File: config.mk
export PLATFORM = sky130hd
export DESIGN_NAME = mace_mult
export DESIGN_NICKNAME = d
export VERILOG_FILES = /design/src/rtl/mace_pkg.sv /design/src/rtl/mace_mult.sv
export SDC_FILE = /design/constraint.sdc
export NUM_CORES = 2
export LEC_CHECK = 0
export BUFFER_PORTS_ARGS = -buffer_cell sky130_fd_sc_hd__clkbuf_2
export CAP_MARGIN = 30
export CORE_MARGIN = 4
export CORE_UTILIZATION = 60
export CTS_CLUSTER_DIAMETER = 120
export CTS_CLUSTER_SIZE = 28
export DETAILED_ROUTE_END_ITERATION = 6
export GPL_ROUTABILITY_DRIVEN = 1
export PLACE_DENSITY = 0.8
export SETUP_SLACK_MARGIN = 0.2
export SYNTH_ARGS = -nofsm -noshare
export SYNTH_HDL_FRONTEND = slang
export SYNTH_SLANG_ARGS = --single-unit
File: constraint.sdc
create_clock -name clock -period 13.2 [get_ports clock]
set_input_delay 1.32 -clock clock [delete_from_list [all_inputs] [get_ports clock]]
set_output_delay 1.32 -clock clock [all_outputs]
set_load 0.005 [all_outputs]
File: src/rtl/mace_pkg.sv
package mace_pkg;

   // field widths
   localparam int DATA_W    = 32;
   localparam int INDEX_W   = 6;
   localparam int OBS_W     = 16;
   localparam int HEIGHT_W  = 48;
   localparam int CUT_IDX_W = 10;
   localparam int ACC_W     = 64;

   // shared multiplier operand width (signed 32 bit or unsigned 32 bit fits)
   localparam int MUL_W     = 33;

   // bit-serial divider
   localparam int DIV_W     = 64;
   localparam int DIV_CNT_W = $clog2(DIV_W + 1);

   // command codes
   localparam logic CMD_LOAD = 1'b0;
   localparam logic CMD_COEF = 1'b1;

   // configuration register indexes
   localparam int CSR_IDX_W = 2;
   localparam logic [CSR_IDX_W-1:0] CSR_LB_NONTRIVIAL    = 2'd0;
   localparam logic [CSR_IDX_W-1:0] CSR_LOWER_BOUND      = 2'd1;
   localparam logic [CSR_IDX_W-1:0] CSR_CURRENT_ITERATION = 2'd2;

   // 48 bit saturation limits
   localparam logic signed [HEIGHT_W-1:0] MAX48 = {1'b0, {(HEIGHT_W-1){1'b1}}};
   localparam logic signed [HEIGHT_W-1:0] MIN48 = {1'b1, {(HEIGHT_W-1){1'b0}}};

   typedef struct packed {
      logic busy;
      logic done;
   } div_status_type;

endpackage

File: src/rtl/mace_mult.sv
module mace_mult (
   input  logic                                      clock,
   input  logic                                      en,
   input  logic signed [mace_pkg::MUL_W-1:0]         a,
   input  logic signed [mace_pkg::MUL_W-1:0]         b,
   output logic signed [2*mace_pkg::MUL_W-1:0]       prod
);

   logic signed [2*mace_pkg::MUL_W-1:0] prod_ff;
   logic signed [2*mace_pkg::MUL_W-1:0] prod_in;

   // one signed product per cycle while en is high, registered
   assign prod_in = a * b;

   always_ff @(posedge clock) begin
      if (en) begin
         prod_ff <= prod_in;
      end
   end

   assign prod = prod_ff;

endmodule

==> metrics.txt <==
status=finished, final reports clean; Setup violations, final=0; Die Ht=269 um; critical path startpoint=a[32]; vias in the first global route=32300; setup_tns=0 ps; Mapped Avg Cell Area=9.54 sq um; Synth Cell Area=around 40000 sq um; Crit path top cell by count=fa_1; RePlAce Congestion=0.921; Post-CTS Setup Bufs=0; Max Clk Rate=0.105 GHz; number of hold buffers added after CTS=0; first-pass GRT wire length=between 150 and 200 mm; max_cap viols=0; final period utilization=0.720; Seq cells post-synth=66; CP Max Fanout=33; crit path capture type=flip-flop; Seq/Total Area, Yosys=0.0483; Worst EP arrival=9600 ps; Fin Hold WS=1690 ps; worst path bufs/invs=4; core area=slightly below 70000 sq um; prevailing post-synth register cell=edfxtp_1; Cell variety after synth=61; layout cells sized above 1=0.0438; Buffers on Ports=133; max-slew violations=0; Pre-antenna DRT Iters=6; Async SR Flop Fraction=0; num rows=95; Post-synth EDFFs=66; CP top delay family=adder cells; Crit Path Class=in2reg; IO Pins=134; Worst EP required=roughly 13000 ps; Die Width=269 um; Place WS=3360 ps; WL per Instance=20.0 um; Routed Antenna Nets=0; Cells after Synth=4302; Area Overhead vs Synth=3.39%; final setup margin=3690 ps; Hold Crit Class=in2reg; Slew headroom=0.285; Root Driver=clkbuf_16; Post-route DRC=0; Slew @ Worst Pin=1070 ps; Routed WL=103 mm; CTS Buffer Depth=2; Crit-path slowest cell=fa_1; GRT Total Usage=0.292; Resized cells post-CTS=0; CTS Sinks=66; nets=about 5700; max incr delay on CP=1310 ps; crit path capture=prod[60]; DR vias/cell=5.62; CTS Buf Count=9; Yosys warning count=0; CP Launch Type=input pin; Critical Path Stages=21; largest net degree at the start of global routing=between 60 and 70; Layout fillers=5443; RSZ-0062 raised after global routing=no; final hold vios=0; initial antenna violation count=6; commonest cells after routing, fill and taps aside=1145 x fa_1, 1133 x inv_1, 562 x and2_1; starting density of the core=0.608; max FFs per register=66; clock-pin transition on the worst setup and hold timing paths=60 ps; drt initial violations=1831; DIE AREA=72600 sq um; post-synth net total=5732; most common cell after layout, fill and taps aside=fa_1; CTS H-tree depth=3; Post-DP HPWL=84.4 mm; final cell count without fillers=5122; critical-path cell list=clkbuf_2, nand2_1, inv_1, fa_1, fa_1, fa_1, fa_1, fa_1, fa_1, fa_1, inv_1, fa_1, inv_1, ha_1, a21o_1, a211o_1, or2_2, a2111oi_2, nor2_1, a21oi_1, xnor2_1; via count=28800; remaining global-route overflow=0; CTS tree=built; fin crit period=9510 ps; placed insts=about 5000
==> worst min-delay path by stage <==
stage	startpoint	to	slack [ps]	depth (start not counted)
2_1_floorplan	en	prod[0]	1430	0
3_3_place_gp	prod[21]	prod[21]	1720	1
3_5_place_dp	prod[27]	prod[27]	1720	1
4_1_cts	en	prod[61]	1720	2
5_1_grt	a[0]	prod[0]	1730	3
6_report	en	prod[53]	1690	2
==> cells in the mapped netlist (2+ instances only) <==
library cell,n,area share
a211oi_1,5,0.00092
a211oi_2,4,0.0012
a21o_1,28,0.0051
a21oi_1,73,0.0089
a221o_1,3,0.00073
a311o_1,2,0.00049
a31oi_1,9,0.0014
and2_1,562,0.086
and3_1,7,0.0011
and4_1,7,0.0015
clkbuf_1,220,0.020
edfxtp_1,66,0.048
fa_1,1145,0.56
ha_1,217,0.066
inv_1,1133,0.10
nand2_1,543,0.050
nand2b_1,9,0.0014
nand3_1,18,0.0022
nand3b_1,2,0.00037
nand4_1,9,0.0014
nor2_1,47,0.0043
nor2b_1,3,0.00046
nor3_1,7,0.00085
nor4_1,5,0.00076
o211ai_1,7,0.0013
o21a_1,7,0.0013
o21ai_0,37,0.0045
o21ai_1,5,0.00061
o21ba_2,3,0.00073
o21bai_1,8,0.0015
o221ai_1,2,0.00043
o22ai_1,3,0.00046
o41ai_2,2,0.00079
or2_2,4,0.00061
xnor2_1,55,0.012
xor2_1,20,0.0043
==> cell families after synthesis <==
| kind of cell | share of synthesized area |
|---|---|
| compound gates | 0.0354 |
| xor+xnor | 0.0160 |
| fa+ha+maj | 0.625 |
| buf+inv | 0.124 |
| flops | 0.0483 |
| simple gates | 0.151 |
==> final cells by class <==
cell class | instances | area [sq um] | share of cell area
Clock buffer | 9 | 225 | 0.00531
Sequential cell | 66 | 1980 | 0.0467
Antenna cell | 5 | 12.5 | 0.000295
Inverter | 1133 | 4250 | 0.100
Tap cell | 873 | 1090 | 0.0258
Clock inverter | 7 | 100 | 0.00236
Multi-Input combinational cell | 2882 | 34000 | 0.800
Timing Repair Buffer | 147 | 798 | 0.0188
==> routing by layer <==
metal / GRT usage / vias up / part of all wire / wire (um)
li1: - / 12100 / - / -
met1: 0.345 / 15000 / 0.35 / 35400
met2: 0.516 / 1240 / 0.52 / 53400
met3: 0.0382 / 367 / 0.062 / 6380
met4: 0.171 / 2 / 0.072 / 7350
met5: 0 / - / 0.000088 / 9
==> metrics by stage <==
step	area (sq um)	utilization
2_1_floorplan	41000	-
3_3_place_gp	42000	0.623
3_5_place_dp	42100	0.623
4_1_cts	42400	0.628
5_1_grt	42400	0.628
6_report	42400	0.628
Power is not shown: default switching activity piles up to over one toggle a cycle in this logic, so the estimate is an artifact.
