==> src/rtl/mace_pkg.sv <==
package mace_pkg;

   // field widths
   localparam int DATA_W    = 32;
   localparam int INDEX_W   = 6;
   localparam int OBS_W     = 16;
   localparam int HEIGHT_W  = 48;
   localparam int CUT_IDX_W = 10;
   localparam int ACC_W     = 64;

   // shared multiplier operand width (signed 32 bit or unsigned 32 bit fits)
   localparam int MUL_W     = 33;

   // bit-serial divider
   localparam int DIV_W     = 64;
   localparam int DIV_CNT_W = $clog2(DIV_W + 1);

   // command codes
   localparam logic CMD_LOAD = 1'b0;
   localparam logic CMD_COEF = 1'b1;

   // configuration register indexes
   localparam int CSR_IDX_W = 2;
   localparam logic [CSR_IDX_W-1:0] CSR_LB_NONTRIVIAL    = 2'd0;
   localparam logic [CSR_IDX_W-1:0] CSR_LOWER_BOUND      = 2'd1;
   localparam logic [CSR_IDX_W-1:0] CSR_CURRENT_ITERATION = 2'd2;

   // 48 bit saturation limits
   localparam logic signed [HEIGHT_W-1:0] MAX48 = {1'b0, {(HEIGHT_W-1){1'b1}}};
   localparam logic signed [HEIGHT_W-1:0] MIN48 = {1'b1, {(HEIGHT_W-1){1'b0}}};

   typedef struct packed {
      logic busy;
      logic done;
   } div_status_type;

endpackage

==> src/rtl/mace_div.sv <==
module mace_div (
   input  logic                                   clock,
   input  logic                                   reset,
   input  logic                                   start,
   input  logic signed [mace_pkg::DIV_W-1:0]      dividend,
   input  logic        [mace_pkg::OBS_W-1:0]      divisor,
   output mace_pkg::div_status_type               status,
   output logic signed [mace_pkg::DIV_W-1:0]      quotient
);

   localparam int W  = mace_pkg::DIV_W;
   localparam int CW = mace_pkg::DIV_CNT_W;
   localparam int RW = mace_pkg::OBS_W;

   logic          busy_ff, busy_in;
   logic          done_ff, done_in;
   logic [CW-1:0] cnt_ff, cnt_in;
   logic [RW-1:0] rem_ff, rem_in;
   logic [W-1:0]  quo_ff, quo_in;
   logic          neg_ff, neg_in;
   logic [RW-1:0] dvs_ff, dvs_in;

   logic [RW:0]   trial;
   logic          ge;

   // restoring step: one quotient bit per cycle, magnitude only
   assign trial = {rem_ff, quo_ff[W-1]};
   assign ge    = (trial >= {1'b0, dvs_ff});

   always_comb begin
      busy_in = busy_ff;
      done_in = 1'b0;
      cnt_in  = cnt_ff;
      rem_in  = rem_ff;
      quo_in  = quo_ff;
      neg_in  = neg_ff;
      dvs_in  = dvs_ff;
      if (start) begin
         busy_in = 1'b1;
         cnt_in  = CW'(W);
         rem_in  = '0;
         neg_in  = dividend[W-1];
         quo_in  = dividend[W-1] ? (~dividend + 1'b1) : dividend;
         dvs_in  = divisor;
      end else if (busy_ff) begin
         rem_in = ge ? RW'(trial - {1'b0, dvs_ff}) : trial[RW-1:0];
         quo_in = {quo_ff[W-2:0], ge};
         cnt_in = cnt_ff - CW'(1);
         if (cnt_ff == CW'(1)) begin
            busy_in = 1'b0;
            done_in = 1'b1;
         end
      end
   end

   always_ff @(posedge clock) begin
      if (reset) begin
         busy_ff <= 1'b0;
         done_ff <= 1'b0;
         cnt_ff  <= '0;
      end else begin
         busy_ff <= busy_in;
         done_ff <= done_in;
         cnt_ff  <= cnt_in;
      end
      rem_ff <= rem_in;
      quo_ff <= quo_in;
      neg_ff <= neg_in;
      dvs_ff <= dvs_in;
   end

   // truncation toward zero: restore sign of the magnitude quotient
   assign quotient    = neg_ff ? (~quo_ff + 1'b1) : quo_ff;
   assign status.busy = busy_ff;
   assign status.done = done_ff;

endmodule

==> config.mk <==
export PLATFORM = sky130hd
export DESIGN_NAME = mace_div
export DESIGN_NICKNAME = d
export VERILOG_FILES = /design/src/rtl/mace_pkg.sv /design/src/rtl/mace_div.sv
export SDC_FILE = /design/constraint.sdc
export NUM_CORES = 1
export LEC_CHECK = 0
export ABC_AREA = 0
export BUFFER_PORTS_ARGS = -buffer_cell sky130_fd_sc_hd__buf_2
export CAP_MARGIN = 25
export CORE_MARGIN = 5
export CORE_UTILIZATION = 25
export CTS_CLUSTER_DIAMETER = 40
export DETAILED_ROUTE_END_ITERATION = 7
export HOLD_SLACK_MARGIN = 0.03
export PLACE_DENSITY = 0.49
export SYNTH_ARGS = -nofsm -noshare
export SYNTH_HDL_FRONTEND = slang
export SYNTH_SLANG_ARGS = --single-unit
==> constraint.sdc <==
create_clock -name clock -period 2.9 [get_ports clock]
set_input_delay 0 -clock clock [delete_from_list [all_inputs] [get_ports clock]]
set_output_delay 0 -clock clock [all_outputs]
set_load 0.1 [all_outputs]
==> results.json, run 1 <==
{
  "wl_per_cell_um": 16.52,
  "violations": "setup timing",
  "synth_edf_count": 81,
  "timing.final.hold_violations": 0,
  "vias": 7295,
  "grt_start_max_net_pins": 70,
  "cts.sinks": 106,
  "routabilityCongestion": 0.8209,
  "routed_wl_um": 24860,
  "maxSlewViolCount": 0,
  "rows": 64,
  "synthCells": 882,
  "skew_ns": 0.01793,
  "end_kind": "output port",
  "crit_arrival_ns": 3.27,
  "crit_fanout": 2,
  "drt-vias-per-instance": 4.847,
  "drc": 0,
  "synth_area_per_cell_um2": 8.831,
  "synth_fp_nets": 986,
  "slew_headroom_pct": 42.05,
  "synth_area_leaders": "edfxtp_1, xnor2_1, xor2_1",
  "synth_top_area_share_pct": 31.23,
  "vdd_ir_drop_max_uv": 325.7,
  "setup_ws_ns": -0.3698,
  "gr-total-overflow": 0,
  "path_clk_slew_ns": 0.08,
  "powerDensity_nw_per_um2": 548.4,
  "netlist_area_um2": 7789,
  "grt_pass1_vias": 7134,
  "required_ns": 2.90,
  "drive_gt1_share_pct": 34.03,
  "start_util_pct": 25.40,
  "clock.fmax_mhz": 305.8,
  "yosysWarnings": 0,
  "nets": 1207,
  "worstMarginPinSlew_ns": 0.8692,
  "die-area_um2": 34780,
  "ys_ff_latch": 106,
  "place_ws_ns": -0.07617,
  "first_iter_violations": 382,
  "dp_hpwl_um": 18740,
  "io_buffers": 148,
  "syn_to_final_growth_pct": 52.23,
  "power.leakage_nw": 4.644,
  "hold_ws_ns": 0.05726,
  "drv_cap": 0,
  "core_um2": 30670,
  "fin_crit_sh_pct": 112.8,
  "crit_type": "flop to output port",
  "cts_tree": "done",
  "clk_latency_ns": 0.36,
  "grt_pass1_wl_um": 38880,
  "period_minus_slack_ns": 3.270,
  "place_area_um2": 10520,
  "clockBufferDepth": 2,
  "die_w_um": 186.5,
  "antenna_left": 0,
  "status": "complete, but fails checks",
  "synth_cell_types": 60,
  "synth.most_common_cell": "nor2_1",
  "hp-class": "input port to flop",
  "yosysSeqAreaShare_pct": 37.65,
  "start_kind": "flop",
  "final_area_um2": 11860,
  "cts_buffers": 9,
  "yosysTopAreaCell": "edfxtp_1",
  "synthFlopType": "edfxtp_1",
  "grt.total_usage_pct": 13.58,
  "fin_util_pct": 38.66,
  "synthArstFlopShare_pct": 0,
  "synthTopCellsByCount": "nor2_1, edfxtp_1, xnor2_1, a21oi_1, nand2_1",
  "ctsRootBufferMaster": "clkbuf_16",
  "die_h_um": 186.5,
  "cts_max_level": 3,
  "rsz0062_at_grt": "yes",
  "antenna_found_initial": 1,
  "finalSetupViolCount": 15,
  "drt_pass1_iterations": 6,
  "top_level_ports": 149
}
==> final timing paths <==
path                                  end                   start  slack (ns)  cells after the start
setup / recovery             quotient[63]    quo_ff[50]$_DFFE_PP_       -0.37                      8
hold / removal       quo_ff[19]$_DFFE_PP_            dividend[19]        0.06                      3
setup reg to reg  rem_ff[13]$_SDFFE_PP0P_     dvs_ff[1]$_DFFE_PP_        0.13                     10
hold reg to reg    rem_ff[4]$_SDFFE_PP0P_  rem_ff[4]$_SDFFE_PP0P_        0.50                      2
==> placed cells by master, fill, tap and decap left out, types with 19 or more instances in the layout <==
| cell | Yosys | layout |
|---|---|---|
| xnor2_1 | 75 | 35 |
| o31ai_1 | 38 | 22 |
| dlygate4sd3_1 | 0 | 19 |
| o21ai_0 | 51 | 33 |
| nand2_1 | 67 | 61 |
| edfxtp_1 | 81 | 81 |
| inv_1 | 30 | 29 |
| xor2_1 | 62 | 62 |
| buf_4 | 3 | 75 |
| xnor2_2 | 0 | 32 |
| dfxtp_1 | 25 | 25 |
| ha_1 | 20 | 20 |
| a21oi_1 | 73 | 73 |
| buf_2 | 1 | 94 |
| buf_12 | 0 | 50 |
| nor2_1 | 101 | 100 |
==> cells by family after synthesis <==
kind of cell,share of synthesized area [%]
and+or+nand+nor,20.63
AOI/OAI and AO/OA,17.82
xor gates and xnor gates,15.41
DFF,37.65
buffers and inverters,3.582
adders and majority gates,3.470
muxes,1.446
==> cell type report <==
type,count,area [µm²]
clock buffer,12,256.5
antenna,1,2.502
multi-input combinational,705,5582
sequential,106,2933
tap,396,495.5
inverter,30,112.6
fill,3068,18810
timing repair buffer,251,2441
clock inverter,4,33.78
==> routing by layer <==
layer	GRT usage, %	part of all wire, %	wire (µm)	vias to the layer above
met2	22.78	48	12000	172
met4	3.363	1.7	428	2
met1	18.31	46	11490	3424
met5	0	0.052	13	-
li1	-	-	-	3667
met3	2.298	3.7	932	30
==> flip-flops by register name (all words and copies together) (netlist names) <==
signal / flops
cnt_ff: 7
quo_ff: 64
neg_ff: 1
done_ff: 1
dvs_ff: 16
rem_ff: 16
busy_ff: 1
==> critical path: stages (launching register included) <==
cell      delay [ns]
edfxtp_1        0.39
or4_4           0.55
or4_4           0.43
or3_4           0.34
or2_4           0.26
or3_4           0.35
o31ai_4         0.22
xnor2_2         0.17
buf_12          0.21
==> power breakdown <==
group	internal, W	total [W]	leakage (nW)	switching [W]
Sequential	0.00182	0.00198	0.999	0.000160
Combinational	0.00120	0.00329	3.50	0.00210
Clock	0.000641	0.00123	0.140	0.000589
==> per-stage QoR <==
stage,power (W),std cells,TNS (ns)
after floorplan,0.004029,882,-0.5483
after detailed placement,0.005128,1458,-0.1440
final,0.006502,1505,-1.982
after global routing,0.006799,1504,-4.297
after CTS,0.006503,1497,-2.549
after global placement,0.005117,1458,-0.08197
==> repair_timing <==
action	4_1_cts	5_1_grt
hold buffers	19	0
endpoints found under the setup margin	44	47
pin swaps	20	20
setup buffers	4	8
resized for setup	89	57
hold endpoints to repair	21	0
(Power assumes the default switching activity.)
==> inputs of run 2 (changes only) <==
CORE_MARGIN = 4   (was 5)
PLACE_DENSITY = default   (was 0.49)
==> run 2 against run 1 <==
- the flow still finishes with violations (setup timing)
- clock power decreased by 6%
- combinational power decreased by 2%
- die area decreased by 2.1%
- register-to-register slack improved by 0.04 ns
- flip-flop and latch count unchanged
==> results.json, run 2 (synthesis results as in run 1) <==
{
  "crit_arrival_ns": 3.25,
  "grt.total_usage_pct": 13.58,
  "grt_pass1_vias": 7072,
  "clockBufferDepth": 2,
  "antenna_left": 0,
  "cts.sinks": 106,
  "io_buffers": 148,
  "final_common_cell": "nor2_1",
  "cpPeakStageDelay_ns": 0.54,
  "worstPathCellList": "or4_4 > or4_4 > or3_4 > or2_4 > or3_4 > o31ai_4 > xnor2_2 > buf_12",
  "end_kind": "output port",
  "path_clk_slew_ns": 0.07,
  "drc": 0,
  "fillers": 3057,
  "dp.cells": 1456,
  "drive_gt1_share_pct": 33.18,
  "fin_util_pct": 37.93,
  "core_um2": 30670,
  "die-area_um2": 34040,
  "cts_buffers": 9,
  "violations": "setup timing",
  "gr-usage-met2_pct": 22.98,
  "diodes": 0,
  "start_util_pct": 25.40,
  "first_iter_violations": 499,
  "maxSlewViolCount": 0,
  "grt_start_max_net_pins": 72,
  "totalPowerFinal_w": 0.006372,
  "finalSetupViolCount": 17,
  "top_usage_layer": "met2",
  "grt_use_met1_pct": 18.22,
  "routabilityCongestion": 0.9044,
  "clk_latency_ns": 0.35,
  "layout_common_cells": "nor2_1, buf_2, edfxtp_1",
  "timing.final.hold_violations": 0,
  "hp-class": "input port to flop",
  "ctsRootBufferMaster": "clkbuf_16",
  "drt_pass1_iterations": 5,
  "syn_to_final_growth_pct": 49.35,
  "slew_headroom_pct": 40.15,
  "place_ws_ns": -0.1175,
  "rsz0062_at_grt": "yes",
  "period_minus_slack_ns": 3.254,
  "clock.fmax_mhz": 307.3,
  "powerDensity_nw_per_um2": 547.8,
  "crit_type": "flop to output port",
  "die_h_um": 184.5,
  "dp_hpwl_um": 18080,
  "nets": 1202,
  "cpMaxStageDelayCell": "or4_4",
  "drv_cap": 0,
  "skew_ns": 0.01532,
  "antenna_found_initial": 0,
  "setup_ws_ns": -0.3543,
  "top_register": "quo_ff",
  "hold_ws_ns": 0.06730,
  "power.leakage_nw": 4.571,
  "grt_pass1_wl_um": 37580,
  "stdcell_count": 1499,
  "die_w_um": 184.5,
  "crit_fanout": 3,
  "largestRegisters": "quo_ff (64), dvs_ff (16), rem_ff (16)",
  "wl_per_cell_um": 15.78,
  "top_level_ports": 149,
  "vdd_ir_drop_max_uv": 244.2,
  "cts_tree": "done",
  "ff2ff_setup_slack_ns": 0.17,
  "routed_wl_um": 23650,
  "fin_crit_sh_pct": 112.2,
  "cts_max_level": 3,
  "required_ns": 2.90,
  "drt-vias-per-instance": 4.879,
  "gr-total-overflow": 0,
  "status": "complete, but fails checks",
  "gr-usage-met3_pct": 2.270,
  "rows": 64,
  "largest_reg_flops": 64,
  "vias": 7313,
  "worstMarginPinSlew_ns": 0.8978,
  "start_kind": "flop"
}
## run 2: routing by layer
layer,vias up,part of all wire (%)
met1,3465,45
met3,18,5.2
met5,-,0
met4,0,1.5
met2,175,48
li1,3655,-
## run 2: layout make-up
cell class	instances	area [µm²]	area share (%)
Multi-Input combinational cell	705	5453	46.88
Sequential cell	106	2933	25.21
Timing Repair Buffer	246	2369	20.36
Tap cell	396	495.5	4.259
Clock buffer	10	229.0	1.968
Inverter	30	112.6	0.9681
Clock inverter	6	41.29	0.3550
## run 2: per-stage QoR
| step | TNS, ns | cell area (µm²) |
|---|---|---|
| CTS | -3.306 | 11330 |
| global route | -5.870 | 11630 |
| detailed placement | -0.2097 | 10490 |
| finish | -2.336 | 11630 |
| global placement | -0.1929 | 10490 |
| floorplan | -0.5483 | 8083 |
## run 2: path summary, 6_finish.rpt
path                                             start                 endpoint  cells after the start
worst max-delay path              quo_ff[50]$_DFFE_PP_             quotient[63]                      8
worst min-delay path                      dividend[42]     quo_ff[42]$_DFFE_PP_                      3
worst max register to register     dvs_ff[1]$_DFFE_PP_  rem_ff[13]$_SDFFE_PP0P_                     10
worst min register to register  rem_ff[4]$_SDFFE_PP0P_   rem_ff[4]$_SDFFE_PP0P_                      2
## run 2: what timing repair did
action | 4_1_cts | 5_1_grt
setup endpoints to repair | 45 | 47
resized for setup | 69 | 51
setup buffers | 5 | 6
cloned | 0 | 0
hold endpoints to repair | 23 | 0
pin swaps | 17 | 11
hold buffers | 18 | 0
## run 2: where the power goes
| group | internal [W] | total [W] | switching, W |
|---|---|---|---|
| combinational | 0.00117 | 0.00324 | 0.00207 |
| clock | 0.000586 | 0.00116 | 0.000574 |
| sequential | 0.00182 | 0.00197 | 0.000158 |
## run 2: worst max-delay path: cells and delay by family (launching register included)
kind	cells	cell delay, ns
AOI/OAI and AO/OA	1	0.21
xor gates and xnor gates	1	0.19
buffers and inverters	1	0.22
DFF	1	0.40
and+or+nand+nor	5	1.90
==> inputs of run 3 (changes only) <==
CORE_ASPECT_RATIO = 1.5   (was default)
==> run 3 against run 2 <==
- final area rose by 2.8%
- sequential power about the same
- first-iteration DRC count down 18%
- register-to-register slack about the same
- total power grew 1.0%
- largest power group unchanged
- clock-buffer cell count unchanged
- flip-flop and latch count unchanged
- worst hold slack lost 0.032 ns
- clock power hardly changed
- largest cell class unchanged
- the run still ends with setup timing left
- highest routed layer is now met5
- clock skew shrank 0.0025 ns
==> results.json, run 3 (synthesis results as in run 1) <==
{
  "crit_fanout": 3,
  "drt-vias-per-instance": 4.899,
  "powerDensity_nw_per_um2": 538.6,
  "final_common_cell": "nor2_1",
  "antenna_left": 0,
  "path_clk_slew_ns": 0.08,
  "worstPathCellList": "or4_4 > or4_4 > or3_4 > or2_4 > or3_4 > o21ai_2 > buf_4 > xnor2_2 > buf_12",
  "clk_latency_ns": 0.36,
  "period_minus_slack_ns": 3.314,
  "crit_family": "simple AND/OR/NAND/NOR gates",
  "largest_reg_flops": 64,
  "layout_common_cells": "nor2_1, buf_2, edfxtp_1, buf_4, a21oi_1",
  "start_kind": "flop",
  "violations": "setup timing",
  "setup_ws_ns": -0.4144,
  "crit_arrival_ns": 3.31,
  "cp.buffers_inverters": 2,
  "fin_util_pct": 39.26,
  "end_kind": "output port",
  "core_um2": 30450,
  "clockBufferDepth": 2,
  "required_ns": 2.90,
  "die_h_um": 224.2,
  "rows": 78,
  "final_area_um2": 11950,
  "cts.sinks": 106,
  "clock.fmax_mhz": 301.7,
  "routed_wl_um": 25480,
  "syn_to_final_growth_pct": 53.48,
  "routabilityCongestion": 0.8834,
  "place_area_um2": 10580,
  "ctsRootBufferMaster": "clkbuf_16",
  "finalSetupViolCount": 24,
  "first_iter_violations": 408,
  "io_buffers": 148,
  "start_util_pct": 25.58,
  "drc": 0,
  "fillers": 2944,
  "cts_tree": "done",
  "tns_ns": -2.813,
  "die-area_um2": 34100,
  "cpMaxStageDelayCell": "or4_4",
  "drive_gt1_share_pct": 34.20,
  "top_level_ports": 149,
  "cpPeakStageDelay_ns": 0.55,
  "gr-total-overflow": 0,
  "rsz0062_at_grt": "yes",
  "dp_hpwl_um": 19680,
  "slew_headroom_pct": 41.47,
  "hp-class": "input port to flop",
  "grt.total_usage_pct": 14.31,
  "cts_max_level": 3,
  "fin_crit_sh_pct": 114.3,
  "maxSlewViolCount": 0,
  "worstMarginPinSlew_ns": 0.8780,
  "drv_cap": 0,
  "grt_start_max_net_pins": 73,
  "wl_per_cell_um": 16.78,
  "largestRegisters": "quo_ff (64), dvs_ff (16), rem_ff (16)",
  "status": "complete, but fails checks",
  "power.leakage_nw": 4.714,
  "cts_buffers": 9,
  "nets": 1216,
  "grt_pass1_wl_um": 39290,
  "crit_type": "flop to output port",
  "vias": 7441,
  "timing.final.hold_violations": 0,
  "place_ws_ns": -0.08798,
  "top_register": "quo_ff",
  "vdd_ir_drop_max_uv": 256.7,
  "die_w_um": 152.1,
  "antenna_found_initial": 5,
  "ff2ff_setup_slack_ns": 0.16,
  "grt_pass1_vias": 7349,
  "skew_ns": 0.01279,
  "drt_pass1_iterations": 5
}
==> run 3: per-stage QoR <==
stage / hold WS, ns / cells / power (W)
global route: 0.04632 / 1519 / 0.006698
CTS: 0.03174 / 1507 / 0.006398
finish: 0.03543 / 1519 / 0.006439
detailed placement: 0.1785 / 1468 / 0.005146
global placement: 0.1762 / 1468 / 0.005122
floorplan: 0.07238 / 882 / 0.004029
==> run 3: layout make-up <==
cell class | count | area (µm²) | area share, %
antenna | 2 | 5.005 | 0.04187
clock buffer | 10 | 229.0 | 1.915
clock inverter | 6 | 33.78 | 0.2826
inverter | 30 | 112.6 | 0.9420
multi-input combinational | 705 | 5590 | 46.77
sequential | 106 | 2933 | 24.53
tap | 400 | 500.5 | 4.187
timing repair buffer | 260 | 2550 | 21.33
==> run 3: final timing paths <==
path,from,end,cells past startpoint
worst max-delay path,quo_ff[50]$_DFFE_PP_,quotient[62],9
worst min-delay path,start,rem_ff[14]$_SDFFE_PP0P_,2
worst max register to register,dvs_ff[1]$_DFFE_PP_,rem_ff[10]$_SDFFE_PP0P_,10
worst min register to register,rem_ff[15]$_SDFFE_PP0P_,rem_ff[15]$_SDFFE_PP0P_,1
==> run 3: what timing repair did <==
action | in CTS | in global routing
setup buffers | 5 | 9
hold buffers | 18 | 0
pin swaps | 19 | 16
endpoints found under the hold margin | 26 | 0
gates resized for setup | 76 | 67
endpoints found under the setup margin | 43 | 41
==> run 3: worst reg2reg max path, cell delays in order, from the launching register on <==
cell	delay [ns]
edfxtp_1	0.44
inv_1	0.08
ha_1	0.23
nor2b_1	0.14
o31a_1	0.29
o31a_1	0.28
a31o_2	0.29
o31ai_4	0.33
buf_4	0.24
mux2i_1	0.21
a211oi_1	0.08
==> run 3: power breakdown <==
group | internal [W] | switching [W] | leakage [nW]
registers | 0.00182 | 0.000146 | 0.999
logic | 0.00121 | 0.00211 | 3.59
clock network | 0.000577 | 0.000582 | 0.127
==> run 3: per-layer routing <==
layer  routed length (µm)  vias to the layer above  GRT usage [%]
met3                 1075                       51          2.590
met1                 9457                     3505          15.22
met5                   38                        -              0
met2                14000                      195          27.51
met4                  908                        6          5.978
li1                     -                     3684              -
